File: src/rtl/m64h_pkg.sv
package m64h_pkg;

    localparam logic [63:0] MIX_MUL   = 64'hc6a4a7935bd1e995;
    localparam int          MIX_SHIFT = 47;

    typedef enum logic [2:0] {
        ST_IDLE,
        ST_LEN,
        ST_DISPATCH,
        ST_K1,
        ST_K2,
        ST_HMUL,
        ST_FIN,
        ST_EMIT
    } st_t;

    // x ^ (x >> 47)
    function automatic logic [63:0] xs47(input logic [63:0] x);
        return x ^ (x >> MIX_SHIFT);
    endfunction

endpackage

File: src/rtl/murmur64_hash_engine.sv
// Streaming MurmurHash64A, one 64-bit word at a time, one word in flight.
// Every 64-bit multiply by M runs on one shared 32x32 multiplier as 3 partial products.
// Middle word: three multiplies from accept to accept. First word adds the length*M multiply.
// Last word: one (no tail), two (tail) or four (full) multiplies; a first word adds length*M.
// Synchronous active-low reset clears seed, accumulator, message state and output valid.
module murmur64_hash_engine (
    input  logic        aclk,
    input  logic        aresetn,
    input  logic        cfg_valid,
    output logic        cfg_ready,
    input  logic [63:0] cfg_hash_seed,
    input  logic        s_valid,
    output logic        s_ready,
    input  logic [63:0] s_data_word,
    input  logic [3:0]  s_byte_count,
    input  logic [31:0] s_message_length,
    input  logic        s_last_word,
    output logic        m_valid,
    input  logic        m_ready,
    output logic [63:0] m_hash_value
);
    import m64h_pkg::*;

    st_t         state_reg, state_next;
    logic [63:0] seed_reg;
    logic [63:0] word_reg;
    logic [3:0]  cnt_reg;
    logic        last_reg;
    logic [63:0] h_reg;
    logic [63:0] accum_reg;
    logic        mid_reg;
    logic        out_valid_reg;
    logic [63:0] hash_reg;

    logic        mul_start;
    logic [63:0] mul_op;
    logic        mul_done;
    logic [63:0] mul_prod;

    logic        accept;
    logic        full_word;
    logic [63:0] tail_mask;
    logic        emit_load;

    m64h_mul u_mul (
        .aclk    (aclk),
        .aresetn (aresetn),
        .start   (mul_start),
        .operand (mul_op),
        .done    (mul_done),
        .product (mul_prod)
    );

    assign cfg_ready = 1'b1;
    assign s_ready   = (state_reg == ST_IDLE);
    assign accept    = s_valid && s_ready;
    // non-last words always count as full
    assign full_word = !last_reg || cnt_reg[3];
    assign tail_mask = ~({64{1'b1}} << {cnt_reg[2:0], 3'b000});
    assign emit_load = (state_reg == ST_EMIT) && (!out_valid_reg || m_ready);

    // next state
    always_comb begin
        state_next = state_reg;
        case (state_reg)
            ST_IDLE: begin
                if (s_valid) begin
                    state_next = mid_reg ? ST_DISPATCH : ST_LEN;
                end
            end
            ST_LEN: begin
                if (mul_done) state_next = ST_DISPATCH;
            end
            ST_DISPATCH: begin
                if (full_word) begin
                    state_next = ST_K1;
                end else if (cnt_reg != 4'd0) begin
                    state_next = ST_HMUL;
                end else begin
                    state_next = ST_FIN;
                end
            end
            ST_K1: begin
                if (mul_done) state_next = ST_K2;
            end
            ST_K2: begin
                if (mul_done) state_next = ST_HMUL;
            end
            ST_HMUL: begin
                if (mul_done) state_next = last_reg ? ST_FIN : ST_IDLE;
            end
            ST_FIN: begin
                if (mul_done) state_next = ST_EMIT;
            end
            ST_EMIT: begin
                if (!out_valid_reg || m_ready) state_next = ST_IDLE;
            end
            default: state_next = ST_IDLE;
        endcase
    end

    // multiplier feed
    always_comb begin
        mul_start = 1'b0;
        mul_op    = 64'b0;
        case (state_reg)
            ST_IDLE: begin
                mul_start = s_valid && !mid_reg;
                mul_op    = {32'b0, s_message_length};
            end
            ST_DISPATCH: begin
                mul_start = 1'b1;
                if (full_word) begin
                    mul_op = word_reg;
                end else if (cnt_reg != 4'd0) begin
                    mul_op = h_reg ^ (word_reg & tail_mask);
                end else begin
                    mul_op = xs47(h_reg);
                end
            end
            ST_K1: begin
                mul_start = mul_done;
                mul_op    = xs47(mul_prod);
            end
            ST_K2: begin
                mul_start = mul_done;
                mul_op    = h_reg ^ mul_prod;
            end
            ST_HMUL: begin
                mul_start = mul_done && last_reg;
                mul_op    = xs47(mul_prod);
            end
            default: begin
                mul_start = 1'b0;
                mul_op    = 64'b0;
            end
        endcase
    end

    always_ff @(posedge aclk) begin
        if (!aresetn) begin
            state_reg     <= ST_IDLE;
            seed_reg      <= 64'b0;
            accum_reg     <= 64'b0;
            mid_reg       <= 1'b0;
            out_valid_reg <= 1'b0;
        end else begin
            state_reg <= state_next;
            if (cfg_valid && cfg_ready) begin
                seed_reg <= cfg_hash_seed;
            end
            if (state_reg == ST_HMUL && mul_done && !last_reg) begin
                accum_reg <= mul_prod;
                mid_reg   <= 1'b1;
            end
            if (emit_load) begin
                accum_reg     <= h_reg;
                mid_reg       <= 1'b0;
                out_valid_reg <= 1'b1;
            end else if (m_ready) begin
                out_valid_reg <= 1'b0;
            end
        end
    end

    always_ff @(posedge aclk) begin
        if (accept) begin
            word_reg <= s_data_word;
            cnt_reg  <= s_byte_count;
            last_reg <= s_last_word;
            h_reg    <= accum_reg;
        end
        if (state_reg == ST_LEN && mul_done) begin
            h_reg <= seed_reg ^ mul_prod;
        end
        if (state_reg == ST_FIN && mul_done) begin
            h_reg <= xs47(mul_prod);
        end
        if (emit_load) begin
            hash_reg <= h_reg;
        end
    end

    assign m_valid      = out_valid_reg;
    assign m_hash_value = hash_reg;

    a_done_in_wait: assert property (@(posedge aclk) disable iff (!aresetn)
        mul_done |-> (state_reg == ST_LEN || state_reg == ST_K1 || state_reg == ST_K2 ||
                      state_reg == ST_HMUL || state_reg == ST_FIN))
        else $error("multiplier finished outside a wait state");

    a_first_word_len: assert property (@(posedge aclk) disable iff (!aresetn)
        (accept && !mid_reg) |=> state_reg == ST_LEN)
        else $error("first word did not start the length multiply");

    a_emit_ends_msg: assert property (@(posedge aclk) disable iff (!aresetn)
        emit_load |=> !mid_reg && m_valid)
        else $error("emitted hash without closing the message");

    a_mid_only_nonlast: assert property (@(posedge aclk) disable iff (!aresetn)
        $rose(mid_reg) |-> $past(state_reg) == ST_HMUL && !$past(last_reg))
        else $error("message marked open by a last word");

endmodule

File: src/rtl/m64h_mul.sv
module m64h_mul (
    input  logic        aclk,
    input  logic        aresetn,
    input  logic        start,
    input  logic [63:0] operand,
    output logic        done,
    output logic [63:0] product
);
    import m64h_pkg::*;

    logic [63:0] a_reg;
    logic [63:0] acc_reg, acc_next;
    logic [1:0]  step_reg;
    logic        busy_reg;
    logic        done_reg;
    logic [31:0] mx, my;
    logic [63:0] pp;

    // low 64 bits of a*M = aL*ML + ((aL*MH + aH*ML) << 32), one 32x32 product a cycle
    always_comb begin
        mx = (step_reg == 2'd2) ? a_reg[63:32] : a_reg[31:0];
        my = (step_reg == 2'd1) ? MIX_MUL[63:32] : MIX_MUL[31:0];
        pp = {32'b0, mx} * {32'b0, my};
        if (step_reg == 2'd0) begin
            acc_next = pp;
        end else begin
            acc_next = acc_reg + {pp[31:0], 32'b0};
        end
    end

    always_ff @(posedge aclk) begin
        if (!aresetn) begin
            busy_reg <= 1'b0;
            done_reg <= 1'b0;
            step_reg <= 2'd0;
        end else if (start) begin
            busy_reg <= 1'b1;
            done_reg <= 1'b0;
            step_reg <= 2'd0;
        end else if (busy_reg) begin
            step_reg <= step_reg + 2'd1;
            if (step_reg == 2'd2) begin
                busy_reg <= 1'b0;
                done_reg <= 1'b1;
            end
        end else begin
            done_reg <= 1'b0;
        end
    end

    always_ff @(posedge aclk) begin
        if (start) begin
            a_reg <= operand;
        end
        if (busy_reg) begin
            acc_reg <= acc_next;
        end
    end

    assign done    = done_reg;
    assign product = acc_reg;

    a_start_idle: assert property (@(posedge aclk) disable iff (!aresetn)
        start |-> !busy_reg)
        else $error("multiplier restarted while busy");

    a_done_after_busy: assert property (@(posedge aclk) disable iff (!aresetn)
        done_reg |-> $past(busy_reg) || $past(done_reg))
        else $error("done without a preceding multiply");

    a_last_step_done: assert property (@(posedge aclk) disable iff (!aresetn)
        (busy_reg && step_reg == 2'd2 && !start) |=> done_reg && !busy_reg)
        else $error("multiply did not finish after third partial product");

    a_step_range: assert property (@(posedge aclk) disable iff (!aresetn)
        busy_reg |-> step_reg != 2'd3)
        else $error("partial product step overran");

endmodule
File: config.mk
export PLATFORM = sky130hd
export DESIGN_NAME = murmur64_hash_engine
export DESIGN_NICKNAME = d
export VERILOG_FILES = /design/src/rtl/m64h_pkg.sv /design/src/rtl/murmur64_hash_engine.sv /design/src/rtl/m64h_mul.sv
export SDC_FILE = /design/constraint.sdc
export NUM_CORES = 2
export LEC_CHECK = 0
export BUFFER_PORTS_ARGS = -buffer_cell sky130_fd_sc_hd__buf_2
export CORE_UTILIZATION = 40
export CTS_CLUSTER_DIAMETER = 200
export CTS_CLUSTER_SIZE = 10
export DETAILED_ROUTE_END_ITERATION = 6
export PLACE_DENSITY = 0.53
export SKIP_CTS_REPAIR_TIMING = 1
export SYNTH_ARGS = -nofsm -noshare
export SYNTH_HDL_FRONTEND = slang
export SYNTH_SLANG_ARGS = --single-unit
export TNS_END_PERCENT = 1
File: constraint.sdc
create_clock -name aclk -period 11.6 [get_ports aclk]
set_input_delay 0.58 -clock aclk [delete_from_list [all_inputs] [get_ports aclk]]
set_output_delay 0.58 -clock aclk [all_outputs]
set_load 0.05 [all_outputs]
* Word level (Yosys, flattened, before mapping)
Cells that the tools add are included.
** Word-level totals
- Bits in registers :: 462
- Bits of input ports :: 170
- Logic and storage cells :: 98
** Operators by class
- $add $sub $neg :: 2
- Eq/ne operators :: 16
- Reduce and logical (&&, ||, !) cells :: 25
- Multiplexer cells :: 29
- Bitwise operators :: 9
- Shift operators :: 1
- Multiply operators :: 1
** Operator list (count)
- two-way mux 64 bit :: 8
- one-hot mux 64 bit (4 select lines) :: 1
- bitwise XOR 64 bit :: 3
- bitwise XOR 64 x 17 -> 64 bit :: 2
- adder 64 bit :: 1
- AND 64 bit :: 1
- multiplier 32 x 32 -> 64 bit :: 1
- two-way mux 32 bit :: 2
- inverter 64 bit :: 1
- << shifter 64 x 6 -> 64 bit, first input constant :: 1
- two-way mux 3 bit :: 9
- one-hot mux 3 bit (8 select lines) :: 1
- == test 3 bit, second input constant :: 4
- != test 2 x 1 -> 1 bit, second input constant :: 6
- logical AND 1 bit :: 8
- OR reduction 2 bit :: 4
- AND reduction 7 bit :: 1
- == test 3 x 2 -> 1 bit, second input constant :: 2
- two-way mux 1 bit :: 5
- two-way mux 2 bit :: 2
- one-hot mux 1 bit (4 select lines) :: 1
- nonzero test 2 bit :: 2
- nonzero test 4 bit :: 1
- == test 3 x 1 -> 1 bit, second input constant :: 1
- other kinds (11) :: 15

* Depth between registers and ports, before layout
- Depth in word-level cells :: 7
- Depth in mapped cells :: 41

* Modules after synthesis
A second synthesis with hierarchy kept.
** Unflattened totals
- Cells, all modules :: 4649
- Area, all modules :: 47998.5 sq um
** By module, submodules not included
- m64h_mul :: instances 1, cells each 2989, area an instance 30818.3 sq um
- murmur64_hash_engine :: instances 1, cells each 1660, area an instance 17180.2 sq um

* Worst setup path before layout
No wires, ideal clock.
- Path type :: register to register
- Start point :: register u_mul.step_reg[0]
- End point :: register u_mul.acc_reg[60], in the netlist u_mul.product[60] (data pin)
- Clock period less this slack :: 10.111 ns
- Path buffers :: 4
- Slack :: 1.489 ns
- Arrival time :: 9.856 ns
- Stages on the path, launching flop included :: 40
- Cell sequence :: dfxtp_1 inv_1 ha_1 clkbuf_1 clkbuf_1 buf_2 mux2_2 nand2b_1 inv_1 ha_1 fa_1 inv_1 fa_1 fa_1 inv_1 fa_1 inv_1 fa_1 [4 not listed] clkbuf_1 o21ai_0 nor2_1 or3_1 o41a_1 o31a_1 xor2_1 ha_1 a21o_1 a211o_1 inv_1 o2bb2ai_1 nor2_1 a221oi_1 o21ai_0 xnor2_1 o21ai_0 and3_1
** On the way
- Word-level cells in the longest chain between the ends :: 5
- Elaborated cells between the ends (all ways) :: 8
- Those cells by class :: add/sub: 1; mul: 1; eq/ne: 2; mux: 3; reduce/logical: 1
** Ends and longest elaborated chain
- start, declared :: line m64h_mul.sv:13 : logic [1:0] step_reg;
- start signal, assigned :: line m64h_mul.sv:41 : step_reg <= step_reg + 2'd1;
- == test 2 bit or == test 2 x 1 -> 1 bit (tied branches) :: line m64h_mul.sv:21, m64h_mul.sv:22
- two-way mux 32 bit, on equally long branches :: line m64h_mul.sv:21, m64h_mul.sv:22
- multiplier 32 x 32 -> 64 bit :: line m64h_mul.sv:23 : pp = {32'b0, mx} * {32'b0, my};
- adder 64 bit :: line m64h_mul.sv:27 : acc_next = acc_reg + {pp[31:0], 32'b0};
- two-way mux 64 bit * :: line m64h_mul.sv:24 : if (step_reg == 2'd0) begin
- named net u_mul.acc_next[60] :: line m64h_mul.sv:12 : logic [63:0] acc_reg, acc_next;
- end signal, assigned :: line m64h_mul.sv:56 : acc_reg <= acc_next;
- end, declared :: line m64h_mul.sv:12
Mark *: on every way through the listed nets, which the timed path passes. The rest lies on a longest branch.
A chain may end at the register's enable or synchronous reset.

* Worst setup path in the final report
Same ends and word-level chain as after synthesis.

==> impl_results.html <==
<table>
<tr><th>Metric</th><th>Value</th></tr>
<tr><th colspan="2">Status</th></tr>
<tr><td>Result of the run</td><td>completed</td></tr>
<tr><th colspan="2">Timing</th></tr>
<tr><td>Final setup violation count</td><td>0</td></tr>
<tr><td>Period Utilization, post-route</td><td>94.2%</td></tr>
<tr><td>Sum of negative setup slack</td><td>0 ns</td></tr>
<tr><td>Least-Margin Pin Slew</td><td>1.35 ns</td></tr>
<tr><td>Clock period minus final worst setup slack</td><td>10.93 ns</td></tr>
<tr><td>Fmax achieved</td><td>91.5 MHz</td></tr>
<tr><td>Hold Vio Cnt, Final</td><td>0</td></tr>
<tr><td>Final Max Tran Viols</td><td>0</td></tr>
<tr><td>Worst relative slew slack</td><td>10.0%</td></tr>
<tr><td>Final setup slack of the worst path</td><td>0.669 ns</td></tr>
<tr><td>Skew final</td><td>0.0657 ns</td></tr>
<tr><td>RSZ-0062 raised after global routing</td><td>false</td></tr>
<tr><th colspan="2">Clock tree</th></tr>
<tr><td>Clock transition at path regs</td><td>0.06 ns</td></tr>
<tr><td>CTS Buf Count</td><td>52</td></tr>
<tr><td>Buffer depth of the longest clock path</td><td>3</td></tr>
<tr><td>H-tree levels</td><td>2</td></tr>
<tr><td>Insertion delay to the later sink of the worst-skew pair</td><td>0.64 ns</td></tr>
<tr><td>CTS sink count</td><td>462</td></tr>
<tr><td>Clock Root Buffer</td><td>sky130_fd_sc_hd__clkbuf_16</td></tr>
<tr><td>TritonCTS clock tree</td><td>built</td></tr>
<tr><th colspan="2">Global routing</th></tr>
<tr><td>Number of global-route vias before repair</td><td>36000</td></tr>
<tr><td>Total routing usage reported by global routing</td><td>28.6%</td></tr>
<tr><td>Leftover overflow at the end of global routing</td><td>0</td></tr>
<tr><td>Global-route wire length before repair</td><td>251000 um</td></tr>
<tr><td>Largest net degree at the start of global routing</td><td>77</td></tr>
<tr><td>Initial antenna violation count</td><td>4</td></tr>
<tr><th colspan="2">Cells and area</th></tr>
<tr><td>Total number of nets in the final design</td><td>6075</td></tr>
<tr><td>Fraction of final layout cells sized beyond drive strength 1</td><td>8.69%</td></tr>
<tr><td>Signed area change from the synthesized netlist to the final layout</td><td>9.39%</td></tr>
<tr><td>Core Util, Final</td><td>44.4%</td></tr>
<tr><th colspan="2">Placement</th></tr>
<tr><td>Buffers added on ports</td><td>235</td></tr>
<tr><td>Gpl congestion</td><td>0.943</td></tr>
<tr><td>Setup slack at placement</td><td>0.833 ns</td></tr>
<tr><td>Detailed placement HPWL</td><td>137000 um</td></tr>
<tr><th colspan="2">Logic synthesis</th></tr>
<tr><td>Prevailing post-synth register cell</td><td>sky130_fd_sc_hd__edfxtp_1</td></tr>
<tr><td>Post-Synthesis Mean Instance Area</td><td>10.1 um2</td></tr>
<tr><td>Number of storage elements in the synthesis netlist</td><td>462</td></tr>
<tr><td>Register area share after synthesis</td><td>26.4%</td></tr>
<tr><td>Number of synthesized flops with an enable pin</td><td>325</td></tr>
<tr><td>Post-synth ARST share</td><td>0%</td></tr>
<tr><td>Cells after Synth</td><td>4700</td></tr>
<tr><td>Ys Warns</td><td>0</td></tr>
<tr><td>Number of distinct library cells after synthesis</td><td>73</td></tr>
<tr><td>Combined area of all synthesized cells</td><td>47400 um2</td></tr>
<tr><th colspan="2">Detailed routing</th></tr>
<tr><td>Wirelength, routed</td><td>171000 um</td></tr>
<tr><td>Post-route antenna net violation count</td><td>0</td></tr>
<tr><td>Count of TritonRoute iterations in the first routing pass</td><td>7</td></tr>
<tr><td>Initial DRC count</td><td>3362</td></tr>
<tr><td>Post-DR vias/cell</td><td>5.57</td></tr>
<tr><td>Via count</td><td>35800</td></tr>
<tr><td>Avg WL per Cell</td><td>26.6 um</td></tr>
<tr><td>DRC violation count after routing</td><td>0</td></tr>
<tr><th colspan="2">Worst hold path</th></tr>
<tr><td>HP Class</td><td>in2reg</td></tr>
<tr><td>Worst hold stages</td><td>1</td></tr>
<tr><td>Start point of the worst min-delay path</td><td>s_data_word[23]</td></tr>
<tr><td>Hold Crit Endpoint</td><td>word_reg[23]</td></tr>
<tr><th colspan="2">Critical path</th></tr>
<tr><td>WP data required</td><td>11.93 ns</td></tr>
<tr><td>Internal reg-to-reg setup slack</td><td>0.67 ns</td></tr>
<tr><td>Critical Path Sink Type</td><td>register</td></tr>
<tr><td>Slowest stage cell on the critical path</td><td>sky130_fd_sc_hd__ha_2</td></tr>
<tr><td>Endpoint of the worst register-to-register path</td><td>u_mul.product[60]</td></tr>
<tr><td>Biggest cell delay along the critical path</td><td>0.64 ns</td></tr>
<tr><td>Crit Path Max Fanout</td><td>19</td></tr>
<tr><td>Crit path kind</td><td>reg2reg</td></tr>
<tr><td>Startpoint type of the worst setup path</td><td>register</td></tr>
<tr><td>Critical path arrival</td><td>11.26 ns</td></tr>
<tr><td>Reg2Reg Depth</td><td>35</td></tr>
<tr><td>Beginning of the worst register-to-register path</td><td>u_mul.step_reg[0]</td></tr>
<tr><th colspan="2">Floorplanning</th></tr>
<tr><td>Count of pins on the block boundary</td><td>237</td></tr>
<tr><td>Overall die width</td><td>346 um</td></tr>
<tr><td>Die Y</td><td>346 um</td></tr>
<tr><td>Overall die area</td><td>120000 um2</td></tr>
<tr><td>Num rows</td><td>125</td></tr>
<tr><td>Area inside the core boundary</td><td>117000 um2</td></tr>
<tr><td>Starting utilization of the core area</td><td>40.6%</td></tr>
<tr><th colspan="2">Job</th></tr>
<tr><td>Max-capacitance violation count</td><td>0</td></tr>
</table>
==> final cells by class <==
cell class,count,area (um2)
Multi-Input combinational cell,3259,31200
Fill cell,11200,65000
Inverter,772,2900
Sequential cell,462,12500
Clock inverter,4,50.0
Antenna cell,2,5.00
Clock buffer,93,1460
Timing Repair Buffer,311,1760
Tap cell,1524,1910
==> routing by layer <==
metal	share of wire (%)	track usage (%)	up-vias
li1	-	-	16100
met1	44	40.9	18100
met2	46	45.2	1421
met3	6.6	3.59	211
met4	3.3	8.54	2
met5	0.0076	0	-
==> synthesized netlist by cell type (15+ instances only) <==
cell type                  count  area [um2]
sky130_fd_sc_hd__a211oi_1     89         668
sky130_fd_sc_hd__a21o_1       83         623
sky130_fd_sc_hd__a21oi_1     263        1320
sky130_fd_sc_hd__a222oi_1     33         330
sky130_fd_sc_hd__a22o_1       17         149
sky130_fd_sc_hd__a22oi_1      39         293
sky130_fd_sc_hd__a31oi_1      19         119
sky130_fd_sc_hd__and2_1       42         263
sky130_fd_sc_hd__and3_1       22         138
sky130_fd_sc_hd__buf_1        18        67.6
sky130_fd_sc_hd__clkbuf_1    183         687
sky130_fd_sc_hd__dfxtp_1     137        2740
sky130_fd_sc_hd__edfxtp_1    325        9760
sky130_fd_sc_hd__fa_1        607       12200
sky130_fd_sc_hd__ha_1        440        5510
sky130_fd_sc_hd__inv_1       767        2880
sky130_fd_sc_hd__mux2i_1     168        1680
sky130_fd_sc_hd__nand2_1     136         510
sky130_fd_sc_hd__nand2b_1     22         138
sky130_fd_sc_hd__nand3_1      86         430
sky130_fd_sc_hd__nand4_1      25         156
sky130_fd_sc_hd__nor2_1      467        1750
sky130_fd_sc_hd__nor2b_1      36         225
sky130_fd_sc_hd__nor3_1       17        85.1
sky130_fd_sc_hd__o21ai_0     224        1120
sky130_fd_sc_hd__o22a_1       33         289
sky130_fd_sc_hd__o22ai_1      34         213
sky130_fd_sc_hd__or2_2        15        93.8
sky130_fd_sc_hd__xnor2_1     122        1070
sky130_fd_sc_hd__xor2_1       78         683
==> metrics by stage <==
step | cells | area, um2 | hold slack [ns]
after global placement | 6328 | 50300 | 0.503
after CTS | 6425 | 51800 | 0.0928
final | 6427 | 51800 | 0.117
after detailed placement | 6328 | 50300 | 0.511
after floorplan | 4702 | 47400 | 0.483
after global routing | 6425 | 51800 | 0.102
==> critical path, delay by kind of cell (launching register included) <==
family | cells | cell delay [ns]
flip-flops | 1 | 0.35
AO/OA/AOI/OAI | 9 | 2.17
adder cells (fa/ha/maj) | 11 | 5.36
XOR/XNOR | 2 | 0.44
multiplexers | 1 | 0.64
AND/OR/NAND/NOR | 5 | 1.05
buffers and inverters | 7 | 0.60
==> worst max-delay path by stage <==
stage | startpoint | end | slack [ns] | cells after the start
after CTS | u_mul.step_reg[0] | u_mul.product[60] | 0.71 | 35
final | u_mul.step_reg[0] | u_mul.product[60] | 0.67 | 35
after floorplan | u_mul.step_reg[0] | u_mul.product[60] | 1.49 | 39
after global placement | u_mul.step_reg[0] | u_mul.product[60] | 0.98 | 35
after detailed placement | u_mul.step_reg[0] | u_mul.product[60] | 0.83 | 35
after global routing | u_mul.step_reg[0] | u_mul.product[60] | 0.11 | 37
==> kinds of logic after synthesis <==
logic type / after synthesis / synth area share [%]
DFF: 462 / 26.4
adders and majority gates: 1047 / 37.3
other: 2 / 0.0159
and+or+nand+nor: 899 / 8.48
buffers and inverters: 981 / 7.81
muxes: 177 / 3.76
xor gates and xnor gates: 201 / 3.74
AOI/OAI and AO/OA: 931 / 12.5
==> layout by cell type, fill, tap and decap left out, types with 134 or more instances in the layout <==
cell type / Yosys / routed
sky130_fd_sc_hd__o21ai_0: 224 / 224
sky130_fd_sc_hd__edfxtp_1: 325 / 325
sky130_fd_sc_hd__buf_2: 6 / 234
sky130_fd_sc_hd__inv_1: 767 / 764
sky130_fd_sc_hd__dfxtp_1: 137 / 134
sky130_fd_sc_hd__a21oi_1: 263 / 262
sky130_fd_sc_hd__nand2_1: 136 / 136
sky130_fd_sc_hd__fa_1: 607 / 607
sky130_fd_sc_hd__nor2_1: 467 / 465
sky130_fd_sc_hd__ha_1: 440 / 436
sky130_fd_sc_hd__mux2i_1: 168 / 168
Power is left out: the tool's default activity adds up to more than one toggle a clock period on the data nets, which glitch-free logic cannot reach.
